$ cat config.mk
export PLATFORM = sky130hd
export DESIGN_NAME = pts_cell
export DESIGN_NICKNAME = d
export VERILOG_FILES = /design/src/sv/pts_pkg.sv /design/src/sv/pts_cell.sv
export SDC_FILE = /design/constraint.sdc
export NUM_CORES = 1
export LEC_CHECK = 0
export ABC_CLOCK_PERIOD_IN_PS = 2630
export BUFFER_PORTS_ARGS = -buffer_cell sky130_fd_sc_hd__buf_2
export CORE_ASPECT_RATIO = 1.4
export CORE_MARGIN = 2
export CORE_UTILIZATION = 45
export DETAILED_ROUTE_END_ITERATION = 7
export PLACE_DENSITY = 0.81
export SLEW_MARGIN = 20
export SYNTH_ARGS = -nofsm -noshare
export SYNTH_HDL_FRONTEND = slang
export SYNTH_SLANG_ARGS = --single-unit
$ cat constraint.sdc
create_clock -name clk_i -period 2.63 [get_ports clk_i]
set_input_delay 0.1315 -clock clk_i [delete_from_list [all_inputs] [get_ports clk_i]]
set_output_delay 0.1315 -clock clk_i [all_outputs]
set_load 0.02 [all_outputs]
$ cat src/sv/pts_pkg.sv
// Package with shared types and constants of the brightness sort core.
package pts_pkg;

  localparam int unsigned PIX_W = 24;
  localparam int unsigned THR_W = 10;
  localparam int unsigned KEY_W = 11;
  localparam logic [KEY_W-1:0] DIM_KEY = 11'd1024;

  typedef enum logic {
    ST_FILL,
    ST_DRAIN
  } st_e;

  typedef struct packed {
    logic             valid;
    logic [KEY_W-1:0] key;
    logic [PIX_W-1:0] pixel;
  } entry_t;

  typedef struct packed {
    logic insert;
    logic drain;
  } cell_ctrl_t;

  function automatic logic [KEY_W-1:0] key_of(input logic [PIX_W-1:0] pix,
                                              input logic [THR_W-1:0] thr);
    logic [THR_W-1:0] bright;
    bright = THR_W'(pix[7:0]) + THR_W'(pix[15:8]) + THR_W'(pix[23:16]);
    return (bright < thr) ? DIM_KEY : KEY_W'(bright);
  endfunction

endpackage

$ cat src/sv/pts_cell.sv
// One cell of the insertion chain: holds one keyed pixel.
module pts_cell
  import pts_pkg::*;
(
  input  logic       clk_i,
  input  logic       rst_ni,
  input  cell_ctrl_t ctrl_i,
  input  entry_t     new_i,
  input  entry_t     prev_i,
  input  logic       prev_before_i,
  input  entry_t     next_i,
  output entry_t     cell_o,
  output logic       before_o
);

  entry_t cell_q, cell_d;

  assign before_o = !cell_q.valid || (cell_q.key > new_i.key);

  always_comb begin
    cell_d = cell_q;
    if (ctrl_i.insert) begin
      if (before_o) begin
        cell_d = prev_before_i ? prev_i : new_i;
      end
    end else if (ctrl_i.drain) begin
      cell_d = next_i;
    end
  end

  always_ff @(posedge clk_i or negedge rst_ni) begin
    if (!rst_ni) begin
      cell_q <= '0;
    end else begin
      cell_q <= cell_d;
    end
  end

  assign cell_o = cell_q;

endmodule
==> results of run 1 <==
layout make-up:
class / count / area (µm²) / area share
well taps: 70 / 87.6 / 0.0241
repair buffers: 156 / 826 / 0.228
clock buffers: 8 / 90.1 / 0.0248
flip-flops and latches: 36 / 901 / 0.248
multi-input cells: 174 / 1550 / 0.427
inverters: 47 / 176 / 0.0486
report_power, final:
group	switching, mW	internal, mW
Clock	0.209	0.214
Sequential	0.0831	0.680
Combinational	0.637	0.422
Total	0.928	1.32
kinds of logic (layout without fill, tap and decap cells):
logic type | Yosys count | after routing | synth area share
buf+inv | 70 | 211 | 0.114
flops | 36 | 36 | 0.328
fa+ha+maj | 11 | 11 | 0.0501
simple gates | 45 | 45 | 0.0683
mux | 37 | 37 | 0.135
compound gates | 81 | 81 | 0.305
critical path, delay by kind of cell (launching register included):
kind / cells / cell delay (ns)
adders and majority gates: 1 / 0.31
DFF: 1 / 0.39
AOI/OAI and AO/OA: 4 / 1.27
buffers and inverters: 1 / 0.27
and+or+nand+nor: 1 / 0.08
per-layer routing:
layer | GRT usage | up-vias
met1 | 0.253 | 1276
li1 | - | 1308
met2 | 0.425 | 100
met3 | 0.0539 | 10
met4 | 0.0865 | 0
met5 | 0 | -
cell usage after synthesis:
cell type	count	area, µm²
a211oi_1	35	263
a21oi_1	4	20.0
a221oi_1	6	52.6
a221oi_2	29	435
a22oi_1	1	7.51
buf_2	1	5.00
buf_4	1	7.51
buf_6	6	67.6
clkbuf_1	15	56.3
dfrtp_1	36	901
ha_1	11	138
inv_1	47	176
mux2i_1	37	370
nand2_1	2	7.51
nand2b_1	1	6.26
nand3_1	2	10.0
nand3b_1	1	7.51
nand4_1	1	6.26
nor2_1	35	131
nor2b_1	1	6.26
o211a_1	1	10.0
o21a_1	1	7.51
o311a_1	1	10.0
o311ai_1	1	8.76
o31a_1	1	8.76
o32ai_2	1	16.3
or2_1	1	6.26
or3_1	1	6.26
final timing paths:
check                                    endpoint  cells after the start  slack, ns                    from
max                         cell_o[4]$_DFFE_PN0P_                      7       0.20  cell_o[30]$_DFFE_PN0P_
min in group asynchronous   cell_o[1]$_DFFE_PN0P_                      2       0.49                  rst_ni
min                        cell_o[20]$_DFFE_PN0P_                      3       0.19              next_i[20]
min reg2reg                 cell_o[9]$_DFFE_PN0P_                      2       0.55   cell_o[9]$_DFFE_PN0P_
max reg2reg                 cell_o[4]$_DFFE_PN0P_                      7       0.20  cell_o[30]$_DFFE_PN0P_
max in group asynchronous  cell_o[28]$_DFFE_PN0P_                      2       1.59                  rst_ni
metrics by stage:
| stage | cells | util |
|---|---|---|
| 5_1_grt | 491 | 0.619 |
| 2_1_floorplan | 280 | - |
| 3_5_place_dp | 482 | 0.602 |
| 6_report | 491 | 0.619 |
| 3_3_place_gp | 482 | 0.602 |
| 4_1_cts | 491 | 0.619 |
==> metrics.txt, run 1 <==
Clock transition at path regs around 0.08 ns; Final Hold Vio Count 0; M1 wire length about 3000 µm; TNS Setup 0 ns; Die Wd around 70 µm; commonest cells after routing, fill and taps aside buf_2, inv_1, mux2i_1; syn_area_per_cell 9.82 µm²; Max VDD drop ~400 µV; CTS Hold Buffers Added 1; fin crit share 0.924; critical path arrival 2.61 ns; Core Box Area 5860 µm²; Via density 5.49; Synthesis Warnings 0; vias 2694; Leakage roughly 1.9 nW; Crit path largest cell delay roughly 0.56 ns; critical path peak fanout 22; Port-buffer cells roughly 150; ratio of cells with drive above 1 in the final layout 0.456; Min-Delay Path Class in -> reg; largest net degree at the start of global routing 40; status completed; initial core utilization 0.469; WL per Instance approximately 16 µm; Pre-Repair DR Iteration Count 4; DRC violations left 0; fmax roughly 400 MHz; sequential-to-total area share from yosys stat 0.328; number of setup buffers added after CTS 0; Die Y 96.5 µm; CTS tree done; # resized after CTS 0; Startpoint Class flop; pins over their slew limit 0; global-route wire length before repair ~12000 µm; # fillers 513; vias in the first global route 2712; DRT iter0 DRCs roughly 170; Nets roughly 540; max_slew headroom 0.424; Met3 Routed Length 477 µm; Total GRT Usage 0.228; mapped cell area approximately 2700 µm²; TritonCTS buffer count 5; Final Cell Area roughly 3600 µm²; maxcap violations 0; final worst slack 0.200 ns; synthesized instance count 280; crit path capture type flop; DP Area 3530 µm²; Post-Route WL ~7800 µm; Largest register FFs 36; dpl ws 0.224 ns; I/O pins 150; commonest non-fill, non-tap cell in the layout buf_2; Clock Sinks 36; Period minus WS final around 2.4 ns; total power divided by cell area approximately 620 nW/µm²; placer congestion estimate approximately 0.8; CTS H-tree depth 2; Final Power roughly 2.2 mW; cells along the critical path ha_1 -> nand2_1 -> o21a_1 -> o311ai_1 -> o32ai_4 -> buf_4 -> a221oi_1; Hold WS approximately 0.19 ns; Layout Skew 0.00807 ns; number of routed nets with antenna violations 0; initial antenna violation count 0; met2 wire len between 4000 and 5000 µm; Skew-Pair Late Insertion Delay 0.29 ns; Core Rows 33; Slowest cell on crit path o311ai_1; number of synthesized register bits 36; synthesis-to-layout area growth 32.0%; DP Wirelength between 5000 and 6000 µm; post-synth cell types 28; CP Data Required Time 2.81 ns; Clock Tree Buf Depth 2; critical path class reg -> reg; Worst-Margin Slew a little under 0.9 ns; RSZ-0062 raised after global routing false; # setup viols final 0; syn_nets roughly 400; total gr overflow 0; ant diodes 0; Die Area between 6000 and 7000 µm²; highest routed layer met4; Root Buffer clkbuf_8
Power figures use the tool's default switching activity.
==> run 2: changes to the inputs <==
CELL_PAD_IN_SITES_DETAIL_PLACEMENT = 0   (was unset)
CELL_PAD_IN_SITES_GLOBAL_PLACEMENT = 1   (was unset)
CORE_UTILIZATION = 33   (was 45)
PLACE_DENSITY = unset   (was 0.81)
PLACE_DENSITY_LB_ADDON = 0.1   (was unset)
==> metrics.txt, run 2 (synthesis results as in run 1) <==
synthesis-to-layout area growth 35.7% (was 32.0%); I/O pins 150 (unchanged); WL per Instance 15.2 µm (was 15.9 µm); total gr overflow 0 (unchanged); Max VDD drop 315 µV (was 398 µV); clock power share 0.269 (was 0.188); total power divided by cell area 663 nW/µm² (was 619 nW/µm²); Skew-Pair Late Insertion Delay 0.27 ns (was 0.29 ns); violated checks negative hold slack; maxcap violations 0 (unchanged); Root Buffer clkbuf_16 (was clkbuf_8); commonest cells after routing, fill and taps aside buf_2, inv_1, mux2i_1 (unchanged); Die Y 112 µm (was 96.5 µm); Die Area 9090 µm² (was 6760 µm²); global-route wire length before repair 13000 µm (was 12400 µm); cells along the critical path ha_1 -> nand3_1 -> or3_1 -> a21oi_1 -> o32ai_4 -> buf_4 -> a221oi_1 (was ha_1 -> nand2_1 -> o21a_1 -> o311ai_1 -> o32ai_4 -> buf_4 -> a221oi_1); number of routed nets with antenna violations 0 (unchanged); vias in the first global route 2695 (was 2712); # setup viols final 0 (unchanged); DP Wirelength 6080 µm (was 5630 µm); initial antenna violation count 0 (unchanged); critical path peak fanout 19 (was 22); fmax 414 MHz (was 411 MHz); CTS Hold Buffers Added 0 (was 1); Port-buffer cells 149 (unchanged); number of setup buffers added after CTS 0 (unchanged); CTS H-tree depth 2 (unchanged); Largest register FFs 36 (unchanged); Slowest cell on crit path dfrtp_1 (was o311ai_1); ant diodes 0 (unchanged); CTS tree done (unchanged); critical path class reg -> reg (unchanged); placer congestion estimate 0.760 (was 0.820); DRC violations left 0 (unchanged); Min-Delay Path Class in -> async (was in -> reg); ratio of cells with drive above 1 in the final layout 0.463 (was 0.456); Total GRT Usage 0.183 (was 0.228); Crit path largest cell delay 0.40 ns (was 0.56 ns); Power Internal 1.55 mW (was 1.32 mW); Die Wd 81.1 µm (was 70.1 µm); largest net degree at the start of global routing 72 (was 40); fin util 0.458 (was 0.619); Clock Tree Buf Depth 2 (unchanged); Startpoint Class flop (unchanged); Core Box Area 8150 µm² (was 5860 µm²); TNS Setup 0 ns (unchanged); Period minus WS final 2.42 ns (was 2.43 ns); # resized after CTS 0 (unchanged); Final Hold Vio Count 36 (was 0); Core Rows 39 (was 33); sequential share of power 0.306 (was 0.340); Comb power frac 0.425 (was 0.472); max_slew headroom 0.424 (about the same); TritonCTS buffer count 5 (unchanged); NetSw 0.929 mW (was 0.928 mW); status complete, but fails checks (was completed); Leakage 1.97 nW (was 1.93 nW); crit path capture type flop (unchanged); Hold WS -0.0251 ns (was 0.191 ns); Post-Route WL 7970 µm (was 7800 µm); Clock transition at path regs 0.06 ns (was 0.08 ns); Pre-Repair DR Iteration Count 4 (unchanged); fin crit share 0.919 (was 0.924); commonest non-fill, non-tap cell in the layout buf_2 (unchanged); CP Data Required Time 2.80 ns (was 2.81 ns); RSZ-0062 raised after global routing false (unchanged); Worst-Margin Slew 0.864 ns (about the same); vias 2598 (was 2694); Via density 4.95 (was 5.49); Nets 546 (was 544); critical path arrival 2.58 ns (was 2.61 ns); Layout Skew 0.00325 ns (was 0.00807 ns); Switching Share 0.376 (was 0.414); Clock Sinks 36 (unchanged); pins over their slew limit 0 (unchanged); DRT iter0 DRCs 83 (was 165); initial core utilization 0.337 (was 0.469)
run 2: changes by cell type in the layout (fill, tap and decap cells not counted), sizes merged:
| cell | previous run | this run |
|---|---|---|
| buf | 155 | 158 |
| bufinv | 0 | 1 |
| clkbuf | 8 | 6 |
| clkinv | 0 | 1 |
| dlygate4sd3 | 1 | 0 |
run 2: layer usage:
layer | GRT usage | vias up | part of all wire
li1 | - | 1311 | -
met1 | 0.226 | 1199 | 0.43
met2 | 0.326 | 86 | 0.51
met3 | 0.0340 | 2 | 0.063
met4 | 0.0373 | 0 | 0.0054
met5 | 0 | - | 0
run 2: layout make-up:
type	count	area, µm²
Fill cell	831	4420
Multi-Input combinational cell	174	1550
Sequential cell	36	901
Timing Repair Buffer	158	813
Inverter	47	176
Clock buffer	6	129
Tap cell	102	128
Clock inverter	2	35.0
run 2: path summary, 6_finish.rpt:
kind / endpoint / cells after the start / slack, ns / start
setup reg to reg: cell_o[8]$_DFFE_PN0P_ / 7 / 0.21 / cell_o[33]$_DFFE_PN0P_
hold reg to reg: cell_o[18]$_DFFE_PN0P_ / 2 / 0.55 / cell_o[18]$_DFFE_PN0P_
min in group clk_i: cell_o[35]$_DFFE_PN0P_ / 3 / 0.18 / next_i[35]
max in group asynchronous: cell_o[4]$_DFFE_PN0P_ / 1 / 2.11 / rst_ni
setup / recovery: cell_o[8]$_DFFE_PN0P_ / 7 / 0.21 / cell_o[33]$_DFFE_PN0P_
hold / removal: cell_o[20]$_DFFE_PN0P_ / 1 / -0.03 / rst_ni
run 2: power by group through the flow:
stage / logic (mW) / registers (mW) / clock network (mW)
finish: 1.05 / 0.758 / 0.666
global route: 1.17 / 0.778 / 0.714
CTS: 1.07 / 0.760 / 0.690
detailed placement: 1.07 / 0.769 / 0
global placement: 1.06 / 0.765 / 0
floorplan: 0.570 / 0.923 / 0
run 2: worst max-delay path, delay by kind of cell, from the launching register on:
family | cells | cell delay, ns
compound gates | 3 | 0.82
fa+ha+maj | 1 | 0.31
buf+inv | 1 | 0.26
flops | 1 | 0.40
simple gates | 2 | 0.51
run 2: per-stage QoR:
step | setup slack, ns | total power [mW] | hold slack, ns | area [µm²] | instances
CTS | 0.190 | 2.52 | 0.00234 | 3730 | 525
global placement | 0.273 | 1.82 | 0.304 | 3570 | 517
floorplan | 0.388 | 1.49 | -0.164 | 2750 | 280
detailed placement | 0.206 | 1.84 | 0.299 | 3570 | 517
finish | 0.213 | 2.47 | -0.0251 | 3730 | 525
global route | 0.0174 | 2.66 | 0.0342 | 3730 | 525
==> run 3: changes to the inputs <==
ABC_AREA = 1   (was unset)
ABC_CLOCK_PERIOD_IN_PS = 3050   (was 2630)
CORE_UTILIZATION = 31   (was 33)
SLEW_MARGIN = 15   (was 20)
clock period = 3.05 ns   (was 2.63 ns; I/O delays follow)
==> metrics.txt, run 3 <==
critical path arrival 2.55 ns (was 2.58 ns); Max VDD drop 286 µV (was 315 µV); DRT iter0 DRCs 104 (was 83); I/O pins 150 (unchanged); largest cells by area after synthesis dfrtp_1, nand2_1, a31oi_1 (was dfrtp_1, a221oi_2, mux2i_1); pins over their slew limit 0 (unchanged); number of synthesized register bits 36 (unchanged); number of setup buffers added after CTS 0 (unchanged); multi-input logic area 1370 µm² (was 1550 µm²); TritonCTS buffer count 5 (unchanged); ant diodes 0 (unchanged); synthesis-to-layout area growth 35.9% (was 35.7%); number of cells after detailed placement 601 (was 517); Die Y 110 µm (was 112 µm); post-synth cell types 21 (was 28); Die Wd 79.5 µm (was 81.1 µm); RSZ-0062 raised after global routing false (unchanged); Post-Route WL 7720 µm (was 7970 µm); sequential share of power 0.366 (was 0.306); NetSw 0.689 mW (was 0.929 mW); critical path class reg -> reg (unchanged); Via density 4.63 (was 4.95); Synthesis Warnings 0 (unchanged); Clock Tree Buf Depth 2 (unchanged); # setup viols final 0 (unchanged); Hold WS -0.0364 ns (was -0.0251 ns); DRC violations left 0 (unchanged); commonest non-fill, non-tap cell in the layout nand2_1 (was buf_2); FF/Latch Area 901 µm² (unchanged); Worst-Margin Slew 0.839 ns (was 0.864 ns); syn_nets 497 (was 404); Port-buffer cells 149 (unchanged); async set-reset flop share out of synthesis 1.00 (unchanged); number of routed nets with antenna violations 0 (unchanged); Largest register FFs 36 (unchanged); commonest cells after routing, fill and taps aside nand2_1, buf_2, nand3_1 (was buf_2, inv_1, mux2i_1); top cell type by total area after synthesis dfrtp_1 (unchanged); most used flip-flop cell after synthesis dfrtp_1 (unchanged); Period minus WS final 2.33 ns (was 2.42 ns); TNS Setup 0 ns (unchanged); Comb power frac 0.392 (was 0.425); CTS tree done (unchanged); clock power share 0.242 (was 0.269); WL per Instance 12.7 µm (was 15.2 µm); syn_area_per_cell 6.62 µm² (was 9.82 µm²); largest net degree at the start of global routing 71 (was 72); Root Buffer clkbuf_8 (was clkbuf_16); Post-synth EDFFs 0 (unchanged); vias in the first global route 2618 (was 2695); initial antenna violation count 0 (unchanged); violated checks negative hold slack (unchanged); most frequent CP cell nand2_1; # fillers 850 (was 831); Skew-Pair Late Insertion Delay 0.29 ns (was 0.27 ns); Critical path origin cell_o[34]$_DFFE_PN0P_ (was cell_o[33]$_DFFE_PN0P_); total gr overflow 0 (unchanged); count leader, synth nand2_1 (was inv_1); ratio of cells with drive above 1 in the final layout 0.330 (was 0.463); max_slew headroom 0.441 (was 0.424); Total GRT Usage 0.180 (was 0.183); Core Rows 38 (was 39); Layout Cells excl Fill 609 (was 525); placer congestion estimate 0.726 (was 0.760); Final Hold Vio Count 36 (unchanged); Clock transition at path regs 0.08 ns (was 0.06 ns); cells along the critical path ha_1 -> nand2_1 -> inv_2 -> nand2_2 -> nor2_2 -> nand4_1 -> nand2_2 -> nand3_4 -> nand2_4 -> nand2_1 -> nand2_1 (was ha_1 -> nand3_1 -> or3_1 -> a21oi_1 -> o32ai_4 -> buf_4 -> a221oi_1); critical path peak fanout 37 (was 19); dpl ws 0.665 ns (was 0.206 ns); Nets 632 (was 546); fmax 430 MHz (was 414 MHz); FF-to-FF path depth 11 (was 7); CTS Hold Buffers Added 0 (unchanged); maxcap violations 0 (unchanged); # resized after CTS 0 (unchanged); total power divided by cell area 525 nW/µm² (was 663 nW/µm²); sequential-to-total area share from yosys stat 0.365 (was 0.328); CP Data Required Time 3.28 ns (was 2.80 ns); Crit path largest cell delay 0.48 ns (was 0.40 ns); most common library cells after synthesis nand2_1, nand3_1, a31oi_1, dfrtp_1, nor2_1 (was inv_1, mux2i_1, dfrtp_1); crit path capture type flop (unchanged); share of the synthesized area in the top cell type 0.365 (was 0.328); synthesized instance count 373 (was 280); fin crit share 0.763 (was 0.919); Die Area 8710 µm² (was 9090 µm²); DP Wirelength 5540 µm (was 6080 µm); Power Internal 1.07 mW (was 1.55 mW); global-route wire length before repair 12400 µm (was 13000 µm); Core Box Area 7750 µm² (was 8150 µm²); Min-Delay Path Class in -> async (unchanged); vias 2820 (was 2598); Startpoint Class flop (unchanged); mapped cell area 2470 µm² (was 2750 µm²); Leakage 1.93 nW (was 1.97 nW); Slowest cell on crit path nand2_4 (was dfrtp_1); Pre-Repair DR Iteration Count 4 (unchanged); Layout Skew 0.00575 ns (was 0.00325 ns); origin of the critical flop-to-flop path cell_o[34]$_DFFE_PN0P_ (was cell_o[33]$_DFFE_PN0P_); Clock Sinks 36 (unchanged); fin util 0.433 (was 0.458); Switching Share 0.391 (was 0.376); final worst slack 0.723 ns (was 0.213 ns); status complete, but fails checks (unchanged); CTS H-tree depth 2 (unchanged); initial core utilization 0.319 (was 0.337)
[run 3: changes by cell type after synthesis, moves of 35 or more]
cell	delta
nand2_1	+159
mux2i_1	-37
a31oi_1	+36
a211oi_1	-35
nand3_1	+35
[run 3: layout make-up]
cell class | count | share of cell area
Inverter | 20 | 0.0224
Sequential cell | 36 | 0.268
Multi-Input combinational cell | 292 | 0.408
Tap cell | 100 | 0.0373
Timing Repair Buffer | 153 | 0.231
Clock buffer | 5 | 0.0205
Clock inverter | 3 | 0.0127
[run 3: per-layer routing]
layer,part of all wire,wire [µm],global-route usage
met1,0.44,3410,0.224
met2,0.49,3750,0.311
met3,0.059,456,0.0353
met4,0.013,99,0.0603
met5,0,0,0
[run 3: path summary, 6_finish.rpt]
| kind | endpoint | slack, ns |
|---|---|---|
| max reg2reg | cell_o[31]$_DFFE_PN0P_ | 0.72 |
| max in group asynchronous | cell_o[24]$_DFFE_PN0P_ | 2.56 |
| min reg2reg | cell_o[14]$_DFFE_PN0P_ | 0.47 |
| min | cell_o[6]$_DFFE_PN0P_ | -0.04 |
| min in group clk_i | cell_o[10]$_DFFE_PN0P_ | 0.22 |
| max | cell_o[31]$_DFFE_PN0P_ | 0.72 |
[run 3: logic make-up (layout without fill, tap and decap cells)]
family,Yosys count,count (layout),synth area share
AND/OR/NAND/NOR,242,242,0.402
adder cells (fa/ha/maj),11,11,0.0557
AO/OA/AOI/OAI,39,39,0.0972
flip-flops,36,36,0.365
buffers and inverters,45,181,0.0810
[run 3: critical path: cells and delay by family, from the launching register on]
kind | cells | cell delay [ns]
AND/OR/NAND/NOR | 9 | 1.45
flip-flops | 1 | 0.41
adder cells (fa/ha/maj) | 1 | 0.31
buffers and inverters | 1 | 0.06
[run 3: per-stage QoR]
step,instance area (µm²),total power [mW]
2_1_floorplan,2470,1.10
3_3_place_gp,3250,1.36
3_5_place_dp,3250,1.36
4_1_cts,3360,1.79
5_1_grt,3360,1.90
6_report,3360,1.76
[run 3: power by group through the flow]
stage,clock network (mW),logic (mW),registers [mW]
2_1_floorplan,0,0.317,0.779
3_3_place_gp,0,0.700,0.655
3_5_place_dp,0,0.708,0.655
4_1_cts,0.439,0.709,0.646
5_1_grt,0.456,0.783,0.662
6_report,0.427,0.691,0.645
